===== src/hdl/rrd_pkg.sv =====
`timescale 1ns / 1ps

package rrd_pkg;

   // Store sizes in bytes.
   localparam int RAM_BYTES = 65536;
   localparam int ROM_BYTES = 65536;

   // Each store is split into four byte lanes, so a word at any byte offset
   // touches one row in every lane.
   localparam int LANES    = 4;
   localparam int RAM_ROWS = (RAM_BYTES + LANES - 1) / LANES;
   localparam int ROM_ROWS = (ROM_BYTES + LANES - 1) / LANES;
   localparam int RAM_ROW_W = (RAM_ROWS > 1) ? $clog2(RAM_ROWS) : 1;
   localparam int ROM_ROW_W = (ROM_ROWS > 1) ? $clog2(ROM_ROWS) : 1;

   // The clearing pass after reset walks the rows of the larger store.
   localparam int CLR_ROWS = (RAM_ROWS > ROM_ROWS) ? RAM_ROWS : ROM_ROWS;
   localparam int CLR_W    = (CLR_ROWS > 1) ? $clog2(CLR_ROWS) : 1;

   // Field widths.
   localparam int ACT_W  = 3;
   localparam int ADDR_W = 32;
   localparam int DATA_W = 32;
   localparam int LEN_W  = 17;
   localparam int STAT_W = 2;
   localparam int IDX_W  = 2;
   localparam int CMP_W  = ADDR_W + 1;

   // Request actions.
   localparam logic [ACT_W-1:0] ACT_RD_BYTE  = 3'd0;
   localparam logic [ACT_W-1:0] ACT_RD_WORD  = 3'd1;
   localparam logic [ACT_W-1:0] ACT_WR_BYTE  = 3'd2;
   localparam logic [ACT_W-1:0] ACT_WR_WORD  = 3'd3;
   localparam logic [ACT_W-1:0] ACT_LOAD_ROM = 3'd4;

   // Response status codes.
   localparam logic [STAT_W-1:0] ST_OK          = 2'd0;
   localparam logic [STAT_W-1:0] ST_UNMAPPED    = 2'd1;
   localparam logic [STAT_W-1:0] ST_ROM_REFUSED = 2'd2;
   localparam logic [STAT_W-1:0] ST_PAST_END    = 2'd3;

   // Register indexes.
   localparam logic [IDX_W-1:0] CSR_RAM_BASE   = 2'd0;
   localparam logic [IDX_W-1:0] CSR_RAM_LENGTH = 2'd1;
   localparam logic [IDX_W-1:0] CSR_ROM_BASE   = 2'd2;
   localparam logic [IDX_W-1:0] CSR_ROM_LENGTH = 2'd3;

   // Where the read data of a request comes from.
   localparam logic [1:0] SRC_NONE = 2'd0;
   localparam logic [1:0] SRC_RAM  = 2'd1;
   localparam logic [1:0] SRC_ROM  = 2'd2;

   localparam logic [DATA_W-1:0] UNMAPPED_BYTE = 32'h0000_00FF;

   // Lane commands for the RAM store.
   typedef struct packed {
      logic                            wr;
      logic [LANES-1:0]                lane_en;
      logic [LANES-1:0][RAM_ROW_W-1:0] row;
      logic [LANES-1:0][7:0]           data;
   } rrd_ram_cmd_type;

   // Lane commands for the ROM store.
   typedef struct packed {
      logic                            wr;
      logic [LANES-1:0]                lane_en;
      logic [LANES-1:0][ROM_ROW_W-1:0] row;
      logic [LANES-1:0][7:0]           data;
   } rrd_rom_cmd_type;

   // What the response stage needs to finish a request.
   typedef struct packed {
      logic [1:0]        src;
      logic              word;
      logic [1:0]        lane_lo;
      logic              data_ff;
      logic [STAT_W-1:0] status;
   } rrd_info_type;

endpackage


===== src/hdl/rrd_decode.sv =====
`timescale 1ns / 1ps

module rrd_decode import rrd_pkg::*; (
   input  logic [ACT_W-1:0]  action,
   input  logic [ADDR_W-1:0] address,
   input  logic [DATA_W-1:0] write_data,
   input  logic [ADDR_W-1:0] ram_base,
   input  logic [LEN_W-1:0]  ram_length,
   input  logic [ADDR_W-1:0] rom_base,
   input  logic [LEN_W-1:0]  rom_length,
   output rrd_ram_cmd_type   ram_cmd,
   output rrd_rom_cmd_type   rom_cmd,
   output rrd_info_type      info
);

   logic [ADDR_W-1:0]           ram_off;
   logic [ADDR_W-1:0]           rom_off;
   logic [CMP_W-1:0]            ram_len_cmp;
   logic [CMP_W-1:0]            rom_len_cmp;
   logic                        in_ram;
   logic                        in_rom;
   logic                        ram_fit;
   logic                        rom_fit;
   logic [LANES-1:0][1:0]       ram_k;
   logic [LANES-1:0][1:0]       rom_k;
   logic [LANES-1:0][ADDR_W-1:0] ram_b;
   logic [LANES-1:0][ADDR_W-1:0] rom_b;

   // Region offsets and range checks; lengths beyond the store size saturate.
   always_comb begin
      ram_off = address - ram_base;
      rom_off = address - rom_base;
      ram_len_cmp = (CMP_W'(ram_length) > CMP_W'(RAM_BYTES)) ? CMP_W'(RAM_BYTES)
                                                             : CMP_W'(ram_length);
      rom_len_cmp = (CMP_W'(rom_length) > CMP_W'(ROM_BYTES)) ? CMP_W'(ROM_BYTES)
                                                             : CMP_W'(rom_length);
      in_ram  = CMP_W'(ram_off) < ram_len_cmp;
      in_rom  = CMP_W'(rom_off) < rom_len_cmp;
      ram_fit = (CMP_W'(ram_off) + CMP_W'(3)) < ram_len_cmp;
      rom_fit = (CMP_W'(rom_off) + CMP_W'(3)) < rom_len_cmp;
   end

   // Lane j holds byte k of the word, k = (j - offset) mod 4. A byte access
   // uses only the lane of the offset, where k is zero. The action decode
   // follows, RAM taking priority over ROM except for the ROM load.
   always_comb begin
      for (int j = 0; j < LANES; j++) begin
         ram_k[j] = 2'(j) - ram_off[1:0];
         rom_k[j] = 2'(j) - rom_off[1:0];
         ram_b[j] = ram_off + ADDR_W'(ram_k[j]);
         rom_b[j] = rom_off + ADDR_W'(rom_k[j]);
         ram_cmd.row[j]  = ram_b[j][RAM_ROW_W+1:2];
         rom_cmd.row[j]  = rom_b[j][ROM_ROW_W+1:2];
         ram_cmd.data[j] = write_data[8*ram_k[j] +: 8];
         rom_cmd.data[j] = write_data[8*rom_k[j] +: 8];
      end

      ram_cmd.wr      = 1'b0;
      ram_cmd.lane_en = '0;
      rom_cmd.wr      = 1'b0;
      rom_cmd.lane_en = '0;
      info.src        = SRC_NONE;
      info.word       = 1'b0;
      info.lane_lo    = ram_off[1:0];
      info.data_ff    = 1'b0;
      info.status     = ST_OK;

      case (action)
         ACT_RD_BYTE: begin
            if (in_ram) begin
               info.src = SRC_RAM;
            end else if (in_rom) begin
               info.src     = SRC_ROM;
               info.lane_lo = rom_off[1:0];
            end else begin
               info.data_ff = 1'b1;
               info.status  = ST_UNMAPPED;
            end
         end
         ACT_RD_WORD: begin
            info.word = 1'b1;
            if (in_ram) begin
               if (ram_fit) begin
                  info.src = SRC_RAM;
               end else begin
                  info.status = ST_PAST_END;
               end
            end else if (in_rom) begin
               info.lane_lo = rom_off[1:0];
               if (rom_fit) begin
                  info.src = SRC_ROM;
               end else begin
                  info.status = ST_PAST_END;
               end
            end else begin
               info.status = ST_UNMAPPED;
            end
         end
         ACT_WR_BYTE: begin
            if (in_ram) begin
               ram_cmd.wr = 1'b1;
               ram_cmd.lane_en[ram_off[1:0]] = 1'b1;
            end else if (in_rom) begin
               info.status = ST_ROM_REFUSED;
            end else begin
               info.status = ST_UNMAPPED;
            end
         end
         ACT_WR_WORD: begin
            if (in_ram) begin
               if (ram_fit) begin
                  ram_cmd.wr      = 1'b1;
                  ram_cmd.lane_en = '1;
               end else begin
                  info.status = ST_PAST_END;
               end
            end else if (in_rom) begin
               info.status = ST_ROM_REFUSED;
            end else begin
               info.status = ST_UNMAPPED;
            end
         end
         ACT_LOAD_ROM: begin
            if (in_rom) begin
               rom_cmd.wr = 1'b1;
               rom_cmd.lane_en[rom_off[1:0]] = 1'b1;
            end else begin
               info.status = ST_UNMAPPED;
            end
         end
         default: begin
            info.status = ST_OK;
         end
      endcase
   end

endmodule


===== config.mk =====
export PLATFORM = sky130hd
export DESIGN_NAME = rrd_decode
export DESIGN_NICKNAME = d
export VERILOG_FILES = /design/src/hdl/rrd_pkg.sv /design/src/hdl/rrd_decode.sv
export SDC_FILE = /design/constraint.sdc
export NUM_CORES = 1
export LEC_CHECK = 0
export ABC_CLOCK_PERIOD_IN_PS = 9700
export BUFFER_PORTS_ARGS = -buffer_cell sky130_fd_sc_hd__buf_4
export CAP_MARGIN = 20
export CORE_MARGIN = 2
export CORE_UTILIZATION = 24
export DETAILED_ROUTE_END_ITERATION = 8
export GPL_TIMING_DRIVEN = 0
export PLACE_DENSITY = 0.49
export SKIP_LAST_GASP = 1
export SLEW_MARGIN = 20
export SYNTH_ARGS = -nofsm -noshare
export SYNTH_HDL_FRONTEND = slang
export SYNTH_SLANG_ARGS = --single-unit

===== constraint.sdc =====
create_clock -name vclk -period 9.7
set_input_delay 0.97 -clock vclk [all_inputs]
set_output_delay 0.97 -clock vclk [all_outputs]
set_load 0.005 [all_outputs]

==> key figures <==
Outcome
  • Outcome: completed

Final layout
  • Area grow syn2layout: 31.8%
  • Nets@finish: 2,145
  • Ratio of cells with drive above 1 in the final layout: a little over a quarter
  • Layout Utilization: 31.8%
  • Flip-flop and latch count: 0
  • CLK BUF: 0
  • Register area: 0 um2
  • Fin cells: 2,436

Run
  • MaxCap Viol Count: 0

Timing
  • Final hold viol count: 0
  • Worst Hold Slack: between 2000 and 2500 ps
  • Post-route clock period utilization: roughly 91%
  • Worst Max-Slew Pin Slew: ~1000 ps
  • Normalized max-slew margin: 30.0%
  • Finish-stage setup viols: 0
  • Max Freq: 114 MHz
  • Setup TNS: 0 ps
  • RSZ-0062 raised after global routing: no
  • Minimum clock period: 8780 ps
  • Max Slew Vio Count: 0

Die
  • Row count: 78
  • Core box area: between 40,000 and 50,000 um2
  • Die X: 217 um
  • Die area: 47,100 um2
  • Starting Density: 24.2%
  • Die H: 217 um
  • I/O pins: ~360

Synth
  • Syn Nets: 1,785
  • Yosys warning count: 0
  • Seq/Total Area, Yosys: 0%
  • Avg Cell Area, Syn: about 7.4 um2
  • Mapped Area: ~11,000 um2
  • Yosys cell types: 109
  • Gate count of the mapped netlist: 1,475

Route
  • M1 WL: 20,700 um
  • DRC viols: 0
  • Metal2 WL: around 25,000 um
  • Wire per inst: about 20 um
  • Total wire length: 48,700 um
  • Highest Signal Layer: met4
  • Via-per-instance ratio: 5.30
  • Post-route ant nets: 0
  • Via count: ~13,000
  • Met3 WL: approximately 2000 um
  • 1st-iter DRT viols: 791
  • Drt first pass iters: 5

Global routing
  • GRT Overall Usage: 19.6%
  • Antenna violations before repair: 3
  • First-pass GRT wire length: ~73,000 um
  • Total gr overflow: 0
  • Vias in the first global route: around 13,000
  • Largest net degree at the start of global routing: 12

Worst setup path
  • CP max-delay cell: fa_1
  • Crit Path Category: in2out
  • Critical Path Fanout Max: 10
  • CP max stage delay: ~650 ps
  • Crit path DAT: 7810 ps
  • CP Capture Type: primary output
  • CP Launch Type: input port
  • CP Data Required Time: 8730 ps

Clock tree
  • Hold buffers post-CTS: 0
  • Cts repair resizes: 0
  • Setup bufs post-CTS: 0

Power and ir drop
  • Pwr Density: approximately 99 nW/um2
  • Peak VDD IR: 0.0440 mV
  • Leakage: 6.27 nW
  • Final Power: 0.00142 W

Place
  • Hpwl dp: 42,400 um
  • Port bufs: 358
  • Routability cong.: 0.929
  • Placed cells: 2,433

Worst hold path
  • Hold WC Path Type: in2out
cells in the mapped netlist, types with 12 or more instances:
cell | number | area [um2]
nand2_1 | 148 | 556
ha_1 | 143 | 1790
nor2_1 | 120 | 450
inv_1 | 101 | 379
a21oi_1 | 99 | 495
xnor2_1 | 89 | 780
mux4_2 | 64 | 1440
o21ai_0 | 61 | 305
xor2_1 | 57 | 499
nand3_1 | 44 | 220
nand4_1 | 41 | 257
clkbuf_1 | 40 | 150
nor3_1 | 39 | 195
a21o_1 | 31 | 233
nor4_1 | 21 | 131
o211ai_1 | 21 | 158
and2_1 | 20 | 125
and3_1 | 20 | 125
nor2b_1 | 19 | 119
a211oi_1 | 18 | 135
or3_1 | 17 | 106
nand2b_1 | 15 | 93.8
buf_2 | 13 | 65.1
and4_1 | 12 | 105
stage by stage:
stage | setup WS (ps) | area (um2)
finish | 921 | 14400
detailed placement | 215 | 14300
floorplan | 2810 | 10900
global route | 278 | 14400
CTS | 159 | 14300
global placement | 203 | 14300
cells in the final DEF, fill, tap and decap left out, types with 31 or more instances in the layout:
master	n
clkbuf_1	39
nand2_1	148
inv_1	101
nand3_1	44
nand4_1	41
nor2_1	120
xor2_1	56
xnor2_1	89
a21o_1	31
a21oi_1	99
buf_4	358
mux4_2	64
nor3_1	39
o21ai_0	61
ha_1	143
power by group:
part | internal [W] | switching [W]
Sequential | 0 | 0
Clock | 0.0000000000418 | 0
Combinational | 0.000653 | 0.000764
Total | 0.000653 | 0.000764
cell families after synthesis:
logic type | count (synthesis) | share of synthesized area (%)
buffers and inverters | 167 | 5.98
muxes | 71 | 13.9
AOI/OAI and AO/OA | 373 | 23.9
adders and majority gates | 145 | 16.8
and+or+nand+nor | 570 | 27.2
xor gates and xnor gates | 149 | 12.2
area by class of cell:
class                           instances  area, um2
Inverter                              105        395
Fill cell                            4903      30700
Multi-Input combinational cell       1308      10300
Tap cell                              600        751
Timing Repair Buffer                  358       2690
Buffer                                 62        258
Antenna cell                            3       7.51
metal layers:
layer,vias up,track usage [%]
met2,410,36.7
met4,0,5.00
met1,6184,24.4
li1,6269,-
met5,-,0
met3,52,0.755
critical path: cells and delay by family:
kind	cells	cell delay, ps
buffers and inverters	6	1030
AOI/OAI and AO/OA	8	2390
xor gates and xnor gates	1	180
and+or+nand+nor	7	1780
adders and majority gates	4	1450
final timing paths:
| check | start | endpoint | slack (ps) | cells past startpoint |
|---|---|---|---|---|
| max | address[0] | info[6] | 920 | 26 |
| min | action[1] | info[5] | 2260 | 3 |
No activity file was read; power rests on OpenSTA's default activity.
