## src/hdl/rrd_pkg.sv

```systemverilog
`timescale 1ns / 1ps

package rrd_pkg;

   // Store sizes in bytes.
   localparam int RAM_BYTES = 65536;
   localparam int ROM_BYTES = 65536;

   // Each store is split into four byte lanes, so a word at any byte offset
   // touches one row in every lane.
   localparam int LANES    = 4;
   localparam int RAM_ROWS = (RAM_BYTES + LANES - 1) / LANES;
   localparam int ROM_ROWS = (ROM_BYTES + LANES - 1) / LANES;
   localparam int RAM_ROW_W = (RAM_ROWS > 1) ? $clog2(RAM_ROWS) : 1;
   localparam int ROM_ROW_W = (ROM_ROWS > 1) ? $clog2(ROM_ROWS) : 1;

   // The clearing pass after reset walks the rows of the larger store.
   localparam int CLR_ROWS = (RAM_ROWS > ROM_ROWS) ? RAM_ROWS : ROM_ROWS;
   localparam int CLR_W    = (CLR_ROWS > 1) ? $clog2(CLR_ROWS) : 1;

   // Field widths.
   localparam int ACT_W  = 3;
   localparam int ADDR_W = 32;
   localparam int DATA_W = 32;
   localparam int LEN_W  = 17;
   localparam int STAT_W = 2;
   localparam int IDX_W  = 2;
   localparam int CMP_W  = ADDR_W + 1;

   // Request actions.
   localparam logic [ACT_W-1:0] ACT_RD_BYTE  = 3'd0;
   localparam logic [ACT_W-1:0] ACT_RD_WORD  = 3'd1;
   localparam logic [ACT_W-1:0] ACT_WR_BYTE  = 3'd2;
   localparam logic [ACT_W-1:0] ACT_WR_WORD  = 3'd3;
   localparam logic [ACT_W-1:0] ACT_LOAD_ROM = 3'd4;

   // Response status codes.
   localparam logic [STAT_W-1:0] ST_OK          = 2'd0;
   localparam logic [STAT_W-1:0] ST_UNMAPPED    = 2'd1;
   localparam logic [STAT_W-1:0] ST_ROM_REFUSED = 2'd2;
   localparam logic [STAT_W-1:0] ST_PAST_END    = 2'd3;

   // Register indexes.
   localparam logic [IDX_W-1:0] CSR_RAM_BASE   = 2'd0;
   localparam logic [IDX_W-1:0] CSR_RAM_LENGTH = 2'd1;
   localparam logic [IDX_W-1:0] CSR_ROM_BASE   = 2'd2;
   localparam logic [IDX_W-1:0] CSR_ROM_LENGTH = 2'd3;

   // Where the read data of a request comes from.
   localparam logic [1:0] SRC_NONE = 2'd0;
   localparam logic [1:0] SRC_RAM  = 2'd1;
   localparam logic [1:0] SRC_ROM  = 2'd2;

   localparam logic [DATA_W-1:0] UNMAPPED_BYTE = 32'h0000_00FF;

   // Lane commands for the RAM store.
   typedef struct packed {
      logic                            wr;
      logic [LANES-1:0]                lane_en;
      logic [LANES-1:0][RAM_ROW_W-1:0] row;
      logic [LANES-1:0][7:0]           data;
   } rrd_ram_cmd_type;

   // Lane commands for the ROM store.
   typedef struct packed {
      logic                            wr;
      logic [LANES-1:0]                lane_en;
      logic [LANES-1:0][ROM_ROW_W-1:0] row;
      logic [LANES-1:0][7:0]           data;
   } rrd_rom_cmd_type;

   // What the response stage needs to finish a request.
   typedef struct packed {
      logic [1:0]        src;
      logic              word;
      logic [1:0]        lane_lo;
      logic              data_ff;
      logic [STAT_W-1:0] status;
   } rrd_info_type;

endpackage

```

## src/hdl/rrd_assemble.sv

```systemverilog
`timescale 1ns / 1ps

module rrd_assemble import rrd_pkg::*; (
   input  rrd_info_type          info,
   input  logic [LANES-1:0][7:0] ram_lanes,
   input  logic [LANES-1:0][7:0] rom_lanes,
   output logic [DATA_W-1:0]     read_data
);

   logic [LANES-1:0][7:0] lanes;
   logic [LANES-1:0][7:0] bytes;

   // Pick the store, then rotate the lanes so that byte 0 is the lowest address.
   always_comb begin
      lanes = (info.src == SRC_ROM) ? rom_lanes : ram_lanes;
      for (int k = 0; k < LANES; k++) begin
         bytes[k] = lanes[2'(k) + info.lane_lo];
      end

      if (info.src == SRC_NONE) begin
         read_data = info.data_ff ? UNMAPPED_BYTE : '0;
      end else if (info.word) begin
         read_data = bytes;
      end else begin
         read_data = {24'b0, bytes[0]};
      end
   end

endmodule

```

## config.mk

```make
export PLATFORM = sky130hd
export DESIGN_NAME = rrd_assemble
export DESIGN_NICKNAME = d
export VERILOG_FILES = /design/src/hdl/rrd_pkg.sv /design/src/hdl/rrd_assemble.sv
export SDC_FILE = /design/constraint.sdc
export NUM_CORES = 1
export LEC_CHECK = 0
export BUFFER_PORTS_ARGS = -buffer_cell sky130_fd_sc_hd__buf_2
export CELL_PAD_IN_SITES_DETAIL_PLACEMENT = 0
export CELL_PAD_IN_SITES_GLOBAL_PLACEMENT = 1
export CORE_UTILIZATION = 25
export DETAILED_ROUTE_END_ITERATION = 8
export GPL_ROUTABILITY_DRIVEN = 0
export PLACE_DENSITY_LB_ADDON = 0.1
export SYNTH_ARGS = -nofsm -noshare
export SYNTH_HDL_FRONTEND = slang
export SYNTH_SLANG_ARGS = --single-unit
export TNS_END_PERCENT = 100
```

## constraint.sdc

```tcl
create_clock -name vclk -period 1.5
set_input_delay 0.15 -clock vclk [all_inputs]
set_output_delay 0.15 -clock vclk [all_outputs]
set_load 0.03 [all_outputs]
```

==> metrics, run 1 <==
slew at the pin closest to its max-slew limit roughly 610 ps; Final Slew Violations 0; fmax between 500 and 600 MHz; Worst Path Max Fanout 10; synthesized net count approximately 170; number of flip-flops and latches 0; DIE AREA between 5000 and 6000 µm²; number of placed cells counting well taps 258; cells along the critical path buf_6 > nor2b_4 > buf_12 > clkbuf_16 > mux4_2 > a22o_4 > buf_6; wire length of the first global-routing pass roughly 7500 µm; final number of setup-violating endpoints 32; Synth top cells by count 32 x sky130_fd_sc_hd__mux4_2, 17 x sky130_fd_sc_hd__nor2_1, 16 x sky130_fd_sc_hd__a22o_1, 8 x sky130_fd_sc_hd__mux2i_1, 8 x sky130_fd_sc_hd__o22ai_1; Non-Filler Instances roughly 270; sort of element at the end of the critical path output port; met3 track demand over resource ~2%; sequential fraction of the synthesis area 0%; number of clock buffers in the layout 0; number of antenna violations at the first check in global routing 0; minimum clock period 1810 ps; area used by sequential logic in the layout 0 µm²; violated checks design-rule violations, negative setup slack; fraction of layout instances using a drive strength above 1 95.3%; Power Density around 460 nW/µm²; startpoint type of the worst setup path input port; count of mapped cells out of synthesis between 100 and 150; dominant cell by count in the synthesized netlist sky130_fd_sc_hd__mux4_2; synthesis-to-finish area growth 108%; synthesized area roughly 1200 µm²; number of design rule violations left after detail routing 4; arrival time at the worst endpoint approximately 1700 ps; relative max-transition margin around three fifths; drt pass-1 iters 8; max-cap violation count 0; CP Class in2out; GRT Resource Usage Total 18.7%; pre-CTS setup slack -350 ps; ranking of synthesized cells by area sky130_fd_sc_hd__mux4_2 60%, sky130_fd_sc_hd__a22o_1 12%, sky130_fd_sc_hd__mux2i_1 6.7%; final cycle utilization of the critical path 121%; Placement Rows 24; Final WS setup -313 ps; cell type with the highest aggregate area in the netlist sky130_fd_sc_hd__mux4_2; Worst Path Required around 1400 ps; per-cell routed wire length approximately 19 µm; critical path's largest stage delay approximately 540 ps; ANT nets after route 0; Total Neg Setup Slack -8770 ps; io pins between 100 and 150; area share of the leading cell type in the synthesized netlist roughly three fifths; via density per instance roughly 5.7; via count of the routed design 1510; number of library cell types mapped by synthesis 16; Die Width a little over 70 µm; GR peak layer met2; count of buffers inserted at the top-level ports 102; status finished with violations; total wire length after detailed routing just under 5000 µm; cell leakage power 0.00109 µW; GR Layer Usage met1 around 25%; number of warnings issued by yosys 0; Final Hold Violating Endpoints 0; class of the most critical hold timing path in2out; syn_area_per_cell around 12 µm²; cell with the largest stage delay on the worst path sky130_fd_sc_hd__mux4_2; starting DRC count in detailed routing between 40 and 50; number of global-route vias before repair ~1500; Die Height roughly 71 µm; Worst IR Drop VDD around 210 µV; maximum number of pins on one net before global-route repair 21; sum of net half-perimeters after detailed placement 3950 µm; cell type with the highest occurrence count on the critical path sky130_fd_sc_hd__buf_6; hold_buf cts 0; setup repair after global routing missed its margin yes; number of diodes added for antenna fixing 0; total power after layout about 1100 µW; crit path buf inv count 4; Global Route met2 Usage 34.0%; number of nets in the final layout ~290; core area around 4500 µm²; cell family contributing the most delay on the critical path multiplexers; starting density of the core between 20% and 30%; total gr overflow 0
cell type report:
| cell class | instances | area (µm²) |
|---|---|---|
| fillers | 371 | 1990 |
| well taps | 52 | 65.1 |
| repair buffers | 125 | 997 |
| multi-input cells | 88 | 1420 |
power breakdown:
part	internal (µW)	total, µW	switching (µW)
clock	0	0	0
sequential	0	0	0
combinational	585	1150	560
total	585	1150	560
cells by family after synthesis:
logic type / count (synthesis) / synth area share [%]
mux: 40 / 67.1
simple gates: 20 / 7.44
compound gates: 27 / 17.7
xor+xnor: 1 / 0.734
buf+inv: 13 / 7.02
cells in the final DEF (no fill, tap or decap):
cell	n
sky130_fd_sc_hd__a22o_2	2
sky130_fd_sc_hd__a22o_4	14
sky130_fd_sc_hd__buf_12	4
sky130_fd_sc_hd__buf_16	1
sky130_fd_sc_hd__buf_2	71
sky130_fd_sc_hd__buf_4	13
sky130_fd_sc_hd__buf_6	33
sky130_fd_sc_hd__buf_8	1
sky130_fd_sc_hd__clkbuf_16	2
sky130_fd_sc_hd__mux2i_1	7
sky130_fd_sc_hd__mux2i_2	1
sky130_fd_sc_hd__mux4_2	32
sky130_fd_sc_hd__nor2_2	8
sky130_fd_sc_hd__nor2_4	9
sky130_fd_sc_hd__nor2b_4	2
sky130_fd_sc_hd__nor3_2	1
sky130_fd_sc_hd__o21ai_1	1
sky130_fd_sc_hd__o21ai_4	1
sky130_fd_sc_hd__o21bai_1	1
sky130_fd_sc_hd__o22ai_2	5
sky130_fd_sc_hd__o22ai_4	3
sky130_fd_sc_hd__xnor2_1	1
layer usage:
layer	up-vias	routed length (µm)
met5	-	0
met4	0	7
met3	2	242
met2	59	2560
met1	767	2100
li1	682	-
stage by stage:
step | hold WS [ps] | utilization (%) | cell area, µm²
after global placement | 827 | 46.3 | 2070
final | 806 | 55.5 | 2480
after detailed placement | 832 | 46.3 | 2070
after global routing | 837 | 55.5 | 2480
after floorplan | 533 | - | 1460
after CTS | 811 | 52.5 | 2350
repair_timing:
action | 4_1_cts | 5_1_grt
gates cloned | 1 | 2
gates resized for setup | 66 | 10
endpoints found under the setup margin | 32 | 32
buffers inserted | 2 | 2
pin swaps | 5 | 8
worst paths after layout:
check     from            end  slack, ps  cells past startpoint
max    info[6]  read_data[13]       -310                      7
min    info[2]   read_data[2]        810                      5
(Power assumes the default switching activity.)
==> run 2, diff against run 1 <==
--- a/config.mk
+++ b/config.mk
@@ -11,7 +11,7 @@
 export CORE_UTILIZATION = 25
 export DETAILED_ROUTE_END_ITERATION = 8
 export GPL_ROUTABILITY_DRIVEN = 0
-export PLACE_DENSITY_LB_ADDON = 0.1
+export PLACE_DENSITY = 0.84
 export SYNTH_ARGS = -nofsm -noshare
 export SYNTH_HDL_FRONTEND = slang
 export SYNTH_SLANG_ARGS = --single-unit
==> run 2 against run 1 <==
- the flow still finishes with violations (design-rule violations, negative setup slack)
- first-iteration DRC count rose by 53%
- die area is the same
- sequential cell count is the same
- setup slack better by 54 ps
- critical path depth is 1 higher
- design area grew 1.4%
- via count down 0.86%
- core utilization up 0.76 points
- maximum frequency rose by 3.1%
- final cell count unchanged
- count of clock-buffer cells in the layout unchanged
- largest power group unchanged
==> metrics, run 2 (synthesis results as in run 1) <==
status finished with violations; violated checks design-rule violations, negative setup slack; number of antenna violations at the first check in global routing 0; Final WS setup -259 ps; hold_buf cts 0; number of diodes added for antenna fixing 0; DIE AREA 5060 µm²; Non-Filler Cell Area, Final ~2500 µm²; Die Height just over 70 µm; number of design rule violations left after detail routing 8; share of total power consumed by net switching between 40% and 50%; GRT Resource Usage Total 18.0%; slew at the pin closest to its max-slew limit ~560 ps; cell family contributing the most delay on the critical path multiplexers; switching pwr between 500 and 600 µW; CP Class in2out; critical path's largest stage delay ~550 ps; pre-CTS setup slack -349 ps; drt pass-1 iters 8; final number of setup-violating endpoints 32; class of the most critical hold timing path in2out; relative contribution of the clock network to total power 0%; area used by sequential logic in the layout 0 µm²; Final Hold Violating Endpoints 0; number of nets in the final layout 287; number of clock buffers in the layout 0; final cycle utilization of the critical path 117%; synthesis-to-finish area growth 111%; via count of the routed design 1497; commonest cells after routing, fill and taps aside 69 x sky130_fd_sc_hd__buf_2, 33 x sky130_fd_sc_hd__buf_6, 32 x sky130_fd_sc_hd__mux4_2; startpoint type of the worst setup path input port; Worst Path Required 1350 ps; maximum number of pins on one net before global-route repair 26; source of the critical timing path info[6]; number of global-route vias before repair between 1000 and 1500; area used by multi-input combinational logic around 1400 µm²; arrival time at the worst endpoint between 1500 and 2000 ps; starting DRC count in detailed routing 72; cell type with the highest occurrence count on the critical path sky130_fd_sc_hd__buf_12; via density per instance between 5 and 6; critical hold path startpoint info[2]; most frequent standard cell in the layout excluding fill and tap cells sky130_fd_sc_hd__buf_2; register share of total power 0%; number of stages on the worst hold path 5; relative max-transition margin approximately 62%; fraction of layout instances using a drive strength above 1 between 90% and 100%; hold path endpoint read_data[0]; io pins about 100; Die Width a little over 70 µm; wire length of the first global-routing pass about 7300 µm; minimum clock period approximately 1800 ps; number of flip-flops and latches 0; cell with the largest stage delay on the worst path sky130_fd_sc_hd__mux4_2; per-cell routed wire length 18.2 µm; Worst IR Drop VDD about 170 µV; sum of net half-perimeters after detailed placement between 3000 and 4000 µm; Non-Filler Instances 265; max-cap violation count 0; count of buffers inserted at the top-level ports a little over 100; fmax roughly 570 MHz; starting density of the core about a quarter; number of placed cells counting well taps approximately 260; total wire length after detailed routing between 4000 and 5000 µm; core area ~4500 µm²; Power Density approximately 460 nW/µm²; Comb power frac 100.0%; setup repair after global routing missed its margin yes; Internal Power roughly 600 µW; Worst Path Max Fanout 7; Placed Instance Area approximately 2100 µm²; cells along the critical path buf_8 > nor2b_4 > buf_12 > buf_12 > mux4_2 > mux2i_2 > nor2_2 > buf_6; total power after layout ~1200 µW; ANT nets after route 0; sort of element at the end of the critical path output port; cell leakage power between 0.001 and 0.0015 µW; crit path buf inv count 4; Final Slew Violations 0; number of filler instances in the final layout around 370; total gr overflow 0; Placement Rows 24
-- run 2: what timing repair did --
action | 4_1_cts | 5_1_grt
buffers inserted | 2 | 3
hold endpoints to repair | 0 | 0
gates cloned | 1 | 1
gates resized for setup | 63 | 20
setup endpoints to repair | 32 | 32
pin swaps | 8 | 12
-- run 2: area by class of cell --
class / count / share of cell area, %
Tap cell: 52 / 2.59
Timing Repair Buffer: 125 / 40.4
Multi-Input combinational cell: 88 / 57.0
-- run 2: stage by stage --
stage | util [%] | setup TNS [ps] | hold WS [ps]
after global routing | 56.2 | -8880 | 819
after global placement | 47.2 | -9170 | 842
final | 56.2 | -7530 | 808
after detailed placement | 47.2 | -9530 | 844
after CTS | 53.1 | -7510 | 802
after floorplan | - | -3110 | 533
-- run 2: power groups by stage --
stage                     combinational [µW]  clock [µW]  sequential (µW)
after floorplan                          672           0                0
after global placement                   945           0                0
after detailed placement                 951           0                0
after CTS                               1090           0                0
after global routing                    1230           0                0
final                                   1170           0                0
-- run 2: layer usage --
layer	vias to the layer above	GRT usage [%]	routed length (µm)
met4	0	0	0
met1	750	24.3	1940
met5	-	0	0
met2	72	33.9	2600
li1	675	-	-
met3	0	1.14	268
-- run 2: worst max-delay path by stage --
stage	to	slack (ps)	cells after the start
final	read_data[22]	-260	8
after global routing	read_data[18]	-300	8
after CTS	read_data[12]	-270	7
after detailed placement	read_data[24]	-350	6
after global placement	read_data[31]	-320	6
after floorplan	read_data[10]	-110	6
